===== config.mk =====
export PLATFORM = sky130hd
export DESIGN_NAME = bsa_cell
export DESIGN_NICKNAME = d
export VERILOG_FILES = /design/src/rtl/core/bsa_pkg.sv /design/src/rtl/core/bsa_cell.sv
export SDC_FILE = /design/constraint.sdc
export NUM_CORES = 1
export LEC_CHECK = 0
export BUFFER_PORTS_ARGS = -buffer_cell sky130_fd_sc_hd__buf_2
export CAP_MARGIN = 25
export CORE_MARGIN = 2
export CORE_UTILIZATION = 40
export DETAILED_ROUTE_END_ITERATION = 10
export PLACE_DENSITY = 0.56
export SLEW_MARGIN = 20
export SYNTH_ARGS = -nofsm -noshare
export SYNTH_HDL_FRONTEND = slang
export SYNTH_SLANG_ARGS = --single-unit

===== constraint.sdc =====
create_clock -name clk -period 5.2 [get_ports clk]
set_input_delay 1.04 -clock clk [delete_from_list [all_inputs] [get_ports clk]]
set_output_delay 1.04 -clock clk [all_outputs]
set_load 0.01 [all_outputs]

===== src/rtl/core/bsa_pkg.sv =====
`timescale 1ns / 1ps
`default_nettype none

package bsa_pkg;

  // Field widths
  localparam int IDX_W = 10;  // slot_index
  localparam int CNT_W = 11;  // num_bits, result_index
  localparam int APB_W = 32;

  // Default geometry
  localparam int NBITS_DEF     = 1024;
  localparam int WORD_BITS_DEF = 64;

  localparam logic [CNT_W-1:0] NUM_BITS_RST = 11'd1024;

  // Register select (paddr[2])
  localparam logic REG_NUM_BITS = 1'b0;

  // Request codes
  localparam logic [1:0] REQ_ALLOC = 2'd0;
  localparam logic [1:0] REQ_FREE  = 2'd1;
  localparam logic [1:0] REQ_FIND  = 2'd2;
  localparam logic [1:0] REQ_NONE  = 2'd3;

  // Status codes
  localparam logic [1:0] ST_OK   = 2'd0;
  localparam logic [1:0] ST_NONE = 2'd1;
  localparam logic [1:0] ST_OOR  = 2'd2;

  // Token that walks the row of cells, one cell per cycle while the row advances
  typedef struct packed {
    logic             vld;
    logic [1:0]       op;
    logic [CNT_W-1:0] lo;      // search start, or free target
    logic [CNT_W-1:0] hi;      // search limit (active bit count)
    logic             clr;     // free target is in range
    logic             done;    // search already satisfied upstream
    logic [1:0]       status;
    logic [CNT_W-1:0] res;
  } tok_t;

endpackage

`default_nettype wire


===== src/rtl/core/bsa_cell.sv =====
`timescale 1ns / 1ps
`default_nettype none

module bsa_cell #(
  parameter int WORD_BITS = bsa_pkg::WORD_BITS_DEF,
  parameter int CELL_IDX  = 0
) (
  input  wire logic         clk,
  input  wire logic         rst,
  input  wire logic         adv,
  input  wire bsa_pkg::tok_t tin,
  output bsa_pkg::tok_t     tout
);

  localparam int          BW   = (WORD_BITS > 1) ? $clog2(WORD_BITS) : 1;
  localparam int          CW   = bsa_pkg::CNT_W;
  localparam logic [31:0] BASE = 32'(CELL_IDX * WORD_BITS);
  localparam logic [31:0] TOP  = 32'((CELL_IDX + 1) * WORD_BITS);
  localparam logic [WORD_BITS-1:0] ONE = {{(WORD_BITS-1){1'b0}}, 1'b1};

  logic [WORD_BITS-1:0] word;
  logic [WORD_BITS-1:0] word_next;
  logic [WORD_BITS-1:0] lo_mask, hi_mask, avail, low, clr_bit;
  logic [31:0]          lo32, hi32, lo_diff, hi_diff, res32;
  logic [BW-1:0]        enc;
  logic                 search;
  bsa_pkg::tok_t        tnext;

  always_comb begin
    lo32    = {{(32-CW){1'b0}}, tin.lo};
    hi32    = {{(32-CW){1'b0}}, tin.hi};
    lo_diff = lo32 - BASE;
    hi_diff = hi32 - BASE;

    // window of this word that lies in [lo, hi)
    if (lo32 <= BASE) begin
      lo_mask = '1;
    end else if (lo32 >= TOP) begin
      lo_mask = '0;
    end else begin
      lo_mask = {WORD_BITS{1'b1}} << lo_diff[BW-1:0];
    end
    if (hi32 >= TOP) begin
      hi_mask = '1;
    end else if (hi32 <= BASE) begin
      hi_mask = '0;
    end else begin
      hi_mask = ~({WORD_BITS{1'b1}} << hi_diff[BW-1:0]);
    end

    search = tin.vld && !tin.done &&
             (tin.op == bsa_pkg::REQ_ALLOC || tin.op == bsa_pkg::REQ_FIND);
    avail  = ~word & lo_mask & hi_mask;
    // isolate lowest clear bit, then encode it
    low    = avail & (~avail + ONE);
    enc    = '0;
    for (int b = 0; b < WORD_BITS; b++) begin
      if (low[b]) begin
        enc = enc | BW'(b);
      end
    end
    res32 = BASE + {{(32-BW){1'b0}}, enc};

    if (tin.vld && tin.op == bsa_pkg::REQ_FREE && tin.clr &&
        lo32 >= BASE && lo32 < TOP) begin
      clr_bit = ONE << lo_diff[BW-1:0];
    end else begin
      clr_bit = '0;
    end

    tnext     = tin;
    word_next = word & ~clr_bit;
    if (search && avail != '0) begin
      tnext.done   = 1'b1;
      tnext.status = bsa_pkg::ST_OK;
      tnext.res    = res32[CW-1:0];
      if (tin.op == bsa_pkg::REQ_ALLOC) begin
        word_next = word_next | low;
      end
    end
  end

  always_ff @(posedge clk) begin
    if (rst) begin
      word <= '0;
      tout <= '0;
    end else if (adv) begin
      word <= word_next;
      tout <= tnext;
    end
  end

endmodule

`default_nettype wire


==> key figures, run 1 <==
Run status
  • Status: complete, no violations

Timing
  • Clock Skew: around 11 ps
  • Final Hold Fails: 0
  • Slew of the pin with the lowest slew margin: 965.8 ps
  • RSZ-0062 raised after global routing: no
  • Fmax: about 0.21 GHz
  • Tmin final: between 4000 and 5000 ps
  • Final worst-path cycle share: 0.9224
  • Relative slew slack: 0.3562
  • Final setup TNS: 0 ps
  • Endpoints failing setup: 0
  • Max Slew Vio Count: 0

Drt
  • TritonRoute pass-1 iters: 6
  • Metal2 WL: 17100 um
  • ANT nets after route: 0
  • Met1 wire length: between 15000 and 20000 um
  • Drt total wl: 38260 um
  • Met3 wire len: between 3000 and 4000 um
  • DRT iter0 DRCs: 1193
  • Avg WL per Cell: 26.11 um
  • Avg Vias per Cell: around 6.6
  • Vias: between 9000 and 10000
  • Drt drc: 0
  • Top layer in use: met5

Critical path
  • Max stage delay on crit path: between 700 and 800 ps
  • Reg2Reg Setup Slack: between 1500 and 2000 ps
  • Worst Path Arrival: between 5000 and 6000 ps
  • CP startpoint: tin[34]
  • Worst setup endpoint: tout[3]
  • Kind of critical path: primary input to flip-flop
  • Slowest CP cell: or4_1
  • Most frequent CP cell: and3_1
  • CP required: 5460 ps
  • Cells along the critical path: buf_2 > or4_1 > a211oi_2 > nor4b_1 > nor4_2 > and3_1 > nor4b_2 > and3_1 > nor4_1 > buf_4 > nand4_1 > o31a_1
  • Crit-path max FO: 7
  • R2R cell count: 9
  • Reg-to-reg critical path startpoint: word[52]
  • Setup crit end kind: flip-flop
  • Reg2reg end: word[39]
  • CP startpoint kind: primary input

Logic synthesis
  • Yosys cell types: 82
  • Synthesized Nets: 1127
  • Post-synth ARST share: 0
  • Mean Syn Cell Area: between 7 and 8 um2
  • Ranking of synthesized cells by area: dfxtp_1 (26%), a21oi_1 (5.9%), o21ai_0 (5.6%)
  • Register area share after synthesis: 0.2638
  • #FFs+latches synth: 104
  • Number of synthesized flops with an enable pin: 0
  • Ys flop type: dfxtp_1
  • Yosys top cell by area: dfxtp_1
  • Synth Instances: 1084
  • Commonest cells post-synth: nand2_1 (115), nor2_1 (111), dfxtp_1 (104), a21oi_1 (93), o21ai_0 (89)
  • Warning count from the yosys run: 0
  • Yosys top cell area share: 0.2638
  • Cell Area, Synth: between 0.007 and 0.008 mm2
  • Most frequent cell after synthesis: nand2_1

Floorplanning
  • # IOs: 83
  • Std-Cell Rows: 51
  • DIE HEIGHT: ~140 um
  • Initial Util: 0.4069
  • Die X: approximately 140 um
  • Die ar.: around 0.021 mm2
  • CORE AREA: 0.01940 mm2

Clock tree
  • Cts repair resizes: 0
  • Post-CTS Setup Bufs: 0
  • Clock Tree Buf Depth: 2
  • Number of CTS-inserted buffers: 9
  • Clk Tree Root Cell: clkbuf_16
  • H-tree Lvls: 3
  • Post-CTS Hold Buffers: 0
  • # clock sinks: around 100
  • Clk slew on worst S/H paths: roughly 80 ps
  • Skew-Pair Late Insertion Delay: ~370 ps
  • CTS tree: built

Cells and area
  • Layout Cells excl Fill: 1465
  • Fillers: slightly above 2000
  • Area Growth Syn to Fin: 18.51%
  • Fin nets: about 1200
  • Share of cells above drive strength 1: 0.1943

Global route
  • Largest net degree at the start of global routing: 80
  • Number of global-route vias before repair: approximately 9000
  • Grt ovf: 0
  • GRT Util Overall: 0.3707
  • Antenna violations before repair: 2
  • First-pass GRT wire length: 57030 um

Flow run
  • Max cap viols: 0

Hold path
  • Hold crit path type: flip-flop to flip-flop

Place
  • Placed Cells: roughly 1400
  • Routability cong.: approximately 0.98
  • Hpwl dp: 29150 um
  • IO Port Bufs: just over 80

Power
  • Power per cell area: about 220 mW/mm2
  • Peak VDD IR: 0.1617 mV
  • Leakage power: 3.570 nW
[worst max-delay path, delay by kind of cell]
kind / cells / cell delay (ps)
AOI/OAI and AO/OA: 2 / 810
buffers and inverters: 2 / 330
and+or+nand+nor: 8 / 2860
[layout make-up]
cell class | count | area, um2 | share of cell area
antenna | 1 | 2.502 | 0.0002675
clock buffer | 9 | 225.2 | 0.02407
clock inverter | 7 | 88.84 | 0.009496
inverter | 7 | 26.28 | 0.002809
multi-input combinational | 895 | 5423 | 0.5796
sequential | 104 | 2082 | 0.2225
tap | 265 | 331.6 | 0.03544
timing repair buffer | 177 | 1176 | 0.1257
[worst min path at each step]
stage,from,end,slack [ps],cells past startpoint
5_1_grt,word[42],word[42],500,2
3_3_place_gp,word[33],word[33],450,2
4_1_cts,word[24],word[24],480,2
6_report,word[14],word[14],470,2
3_5_place_dp,tout[7],tout[7],460,1
2_1_floorplan,word[33],word[33],440,2
[sequential cells by signal, summed over array words and instances, names as in the netlist]
signal	count
word	64
tout	40
[per-layer routing]
layer	vias to the layer above	track usage
met5	-	0
met4	2	0.1763
met3	112	0.07020
met2	591	0.5837
met1	4564	0.4886
li1	4358	-
[power breakdown]
part / switching [mW] / internal (mW) / total, mW
Combinational: 0.288 / 0.149 / 0.437
Sequential: 0.0106 / 0.816 / 0.826
Clock: 0.365 / 0.385 / 0.750
[cells in the final DEF (no fill, tap or decap), types with 8 or more instances in the layout]
master       n
a21oi_1     93
or3_1       21
or4_1        9
o31ai_1      8
nand2_1    115
a2111o_1    11
and2_1      14
nand4b_1     9
a22o_1       9
dfxtp_1    104
a211o_1      8
nor2_1     111
and4_1       8
clkbuf_16    9
nand3_1     55
o21ai_0     89
nand2b_1     9
and3_1      21
nor4_1      21
mux2i_1     26
buf_2       81
a211oi_1    14
nor3_1      51
nor2b_1     11
a2111oi_0   16
a31oi_1     11
buf_4       92
nand4_1     11
o211ai_1    13
[cell families (layout without fill, tap and decap cells)]
family | count (synthesis) | in the layout | share of synthesized area
AO/OA/AOI/OAI | 350 | 350 | 0.3002
buffers and inverters | 85 | 200 | 0.04930
flip-flops | 104 | 104 | 0.2638
multiplexers | 26 | 26 | 0.03297
other | 0 | 1 | 0
AND/OR/NAND/NOR | 519 | 519 | 0.3538
[per-stage QoR]
| step | cell area, um2 | setup slack (ps) | util | total power, mW | hold slack, ps |
|---|---|---|---|---|---|
| final | 9355 | 403.8 | 0.4823 | 2.013 | 472.2 |
| after detailed placement | 9039 | 153.7 | 0.4659 | 1.270 | 459.7 |
| after global placement | 9039 | 130.1 | 0.4659 | 1.272 | 454.3 |
| after CTS | 9353 | 520.5 | 0.4821 | 2.012 | 476.2 |
| after global routing | 9353 | 208.3 | 0.4821 | 2.088 | 504.4 |
| after floorplan | 7894 | 988.1 | - | 1.092 | 443.8 |
(Power assumes the default switching activity.)
==> inputs of run 2 (changes only) <==
CTS_BUF_LIST = sky130_fd_sc_hd__clkbuf_4 sky130_fd_sc_hd__clkbuf_8   (was not set)
PLACE_DENSITY = not set   (was 0.56)
==> run 2 against run 1 <==
Sequential share of layout area rose by 0.39 points. First-iteration DRC count increased by 31%. Combinational power increased by 2%. Clock skew is 7.5 ps higher. Maximum frequency down 0.81%. Core utilization down 0.83 points. Critical endpoint unchanged. Highest routed layer unchanged.
==> key figures, run 2 (synthesis results as in run 1) <==
Place
  • Hpwl dp: 28620 um (was 29150 um)
  • Routability cong.: 1.013 (was 0.9828)
  • IO Port Bufs: 82 (unchanged)
  • Dpl cell area: 0.009006 mm2 (was 0.009039 mm2)
  • Dpl ws: 50.90 ps (was 153.7 ps)
  • Placed Cells: 1441 (was 1448)

Clock tree
  • Post-CTS Hold Buffers: 0 (unchanged)
  • # clock sinks: 104 (unchanged)
  • Number of CTS-inserted buffers: 9 (unchanged)
  • CTS tree: built (unchanged)
  • Clock Tree Buf Depth: 2 (unchanged)
  • Cts repair resizes: 0 (unchanged)
  • Clk slew on worst S/H paths: 110 ps (was 80 ps)
  • Post-CTS Setup Bufs: 0 (unchanged)
  • H-tree Lvls: 3 (unchanged)
  • Skew-Pair Late Insertion Delay: 430 ps (was 370 ps)
  • Clk Tree Root Cell: clkbuf_8 (was clkbuf_16)

Power
  • Sw Pwr: 653.2 uW (was 663.6 uW)
  • Leakage power: 3.475 nW (was 3.570 nW)
  • Peak VDD IR: 0.1345 mV (was 0.1617 mV)
  • Sw frac: 0.3599 (was 0.3296)
  • Gate power share: 0.246 (was 0.217)
  • Power per cell area: 197.4 mW/mm2 (was 215.2 mW/mm2)
  • Sequential Power Share: 0.456 (was 0.411)
  • Pint: 1.162 mW (was 1.349 mW)
  • Clock Power Share: 0.297 (was 0.372)
  • Tot Pwr: 1.815 mW (was 2.013 mW)

Floorplanning
  • DIE HEIGHT: 144.5 um (unchanged)
  • Die X: 144.5 um (unchanged)
  • CORE AREA: 0.01940 mm2 (unchanged)
  • Die ar.: 0.02087 mm2 (unchanged)
  • # IOs: 83 (unchanged)
  • Std-Cell Rows: 51 (unchanged)
  • Initial Util: 0.4069 (unchanged)

Critical path
  • Reg-to-reg critical path startpoint: word[21] (was word[52])
  • CP Buf/Inv Count: 3 (was 2)
  • Crit-path leading delay family: simple AND/OR/NAND/NOR gates (unchanged)
  • Slowest CP cell: or4_1 (unchanged)
  • Kind of critical path: primary input to flip-flop (unchanged)
  • CP startpoint: tin[36] (was tin[34])
  • Setup crit end kind: flip-flop (unchanged)
  • Cells along the critical path: buf_2 > or4_1 > a211oi_2 > nor4b_1 > nor4_2 > buf_4 > and3_1 > nor4b_2 > buf_4 > and3_1 > nor4_1 > nand4_1 > o31a_1 (was buf_2 > or4_1 > a211oi_2 > nor4b_1 > nor4_2 > and3_1 > nor4b_2 > and3_1 > nor4_1 > buf_4 > nand4_1 > o31a_1)
  • CP startpoint kind: primary input (unchanged)
  • Crit-path max FO: 7 (unchanged)
  • Worst Path Arrival: 5160 ps (was 5060 ps)
  • Max stage delay on crit path: 760 ps (was 750 ps)
  • CP required: 5520 ps (was 5460 ps)
  • Critical Path Stages: 13 (was 12)
  • R2R cell count: 12 (was 9)

Timing
  • Relative slew slack: 0.3151 (was 0.3562)
  • Clock Skew: 18.74 ps (was 11.26 ps)
  • Final worst-path cycle share: 0.9299 (was 0.9224)
  • RSZ-0062 raised after global routing: no (unchanged)
  • WHS: 480.5 ps (was 472.2 ps)
  • Endpoints failing setup: 0 (unchanged)
  • Fmax: 0.2068 GHz (was 0.2085 GHz)
  • Final Hold Fails: 0 (unchanged)
  • Max Slew Vio Count: 0 (unchanged)
  • Final setup TNS: 0 ps (unchanged)
  • Post-route setup slack: 364.6 ps (was 403.8 ps)
  • Slew of the pin with the lowest slew margin: 1001 ps (was 965.8 ps)
  • Tmin final: 4835 ps (was 4796 ps)

Global route
  • Antenna violations before repair: 2 (unchanged)
  • Number of global-route vias before repair: 9189 (was 8968)
  • Largest net degree at the start of global routing: 52 (was 80)
  • GRT Util Overall: 0.3679 (was 0.3707)
  • Grt ovf: 0 (unchanged)
  • First-pass GRT wire length: 56510 um (was 57030 um)

Cells and area
  • Area Growth Syn to Fin: 16.47% (was 18.51%)
  • Post-layout instance area: 0.009194 mm2 (was 0.009355 mm2)
  • Share of cells above drive strength 1: 0.1896 (was 0.1943)
  • Largest register by flop count: word (unchanged)
  • Layout Cells excl Fill: 1457 (was 1465)
  • Most common cell after layout, fill and taps aside: nand2_1 (unchanged)
  • Fin util: 0.4739 (was 0.4823)
  • Max reg flops: 64 (unchanged)
  • Most frequent cells in the layout: nand2_1 (115), nor2_1 (111), dfxtp_1 (104), a21oi_1 (93), o21ai_0 (89) (was nand2_1 (115), nor2_1 (111), dfxtp_1 (104), a21oi_1 (93), buf_4 (92))
  • Fin nets: 1230 (was 1237)
  • Largest registers: word: 64 flops, tout: 40 flops (unchanged)
  • Inserted Diodes: 0 (was 1)

Hold path
  • Hold crit path type: flip-flop to flip-flop (unchanged)
  • Hold depth: 2 (unchanged)
  • Worst hold start: word[35] (was word[14])

Flow run
  • Max cap viols: 0 (unchanged)

Drt
  • ANT nets after route: 0 (unchanged)
  • Vias: 9824 (was 9627)
  • Drt total wl: 38160 um (was 38260 um)
  • Drt drc: 0 (unchanged)
  • DRT iter0 DRCs: 1559 (was 1193)
  • Avg WL per Cell: 26.19 um (was 26.11 um)
  • TritonRoute pass-1 iters: 7 (was 6)
  • Avg Vias per Cell: 6.743 (was 6.571)

Run status
  • Status: complete, no violations (unchanged)
## run 2: changes by cell type in the layout (fill, tap and decap cells not counted), moves of 2 or more
cell / change
buf_4: -8
clkinvlp_4: +2
inv_6: +2
clkbuf_8: +10
clkbuf_16: -9
## run 2: power groups by stage
stage | sequential, mW | clock, mW | combinational [mW]
finish | 0.828 | 0.540 | 0.447
global route | 0.831 | 0.577 | 0.470
CTS | 0.828 | 0.543 | 0.431
detailed placement | 0.845 | 0 | 0.430
global placement | 0.846 | 0 | 0.431
floorplan | 0.854 | 0 | 0.238
## run 2: tightest hold or removal path: stages, from the launching register on
cell	delay [ps]
dfxtp_1	320
o21ai_0	70
a21oi_1	60
## run 2: layout make-up
cell class	instances	area, um2
tap	265	331.6
clock buffer	10	137.6
fill	2042	10200
inverter	7	26.28
sequential	104	2082
multi-input combinational	895	5423
clock inverter	6	50.05
timing repair buffer	170	1144
## run 2: path summary, 6_finish.rpt
check	to	slack, ps
setup / recovery	tout[3]	360
hold / removal	word[35]	480
setup reg to reg	tout[5]	1810
hold reg to reg	word[35]	480
## run 2: per-layer routing
metal  vias to the layer above  routed length [um]  GRT usage  share of wire
li1                       4350                   -          -              -
met1                      4654               15530     0.4812           0.41
met2                       688               16630     0.5760           0.44
met3                       130                3912    0.07649           0.10
met4                         2                2070     0.1799          0.054
met5                         -                  13          0        0.00034
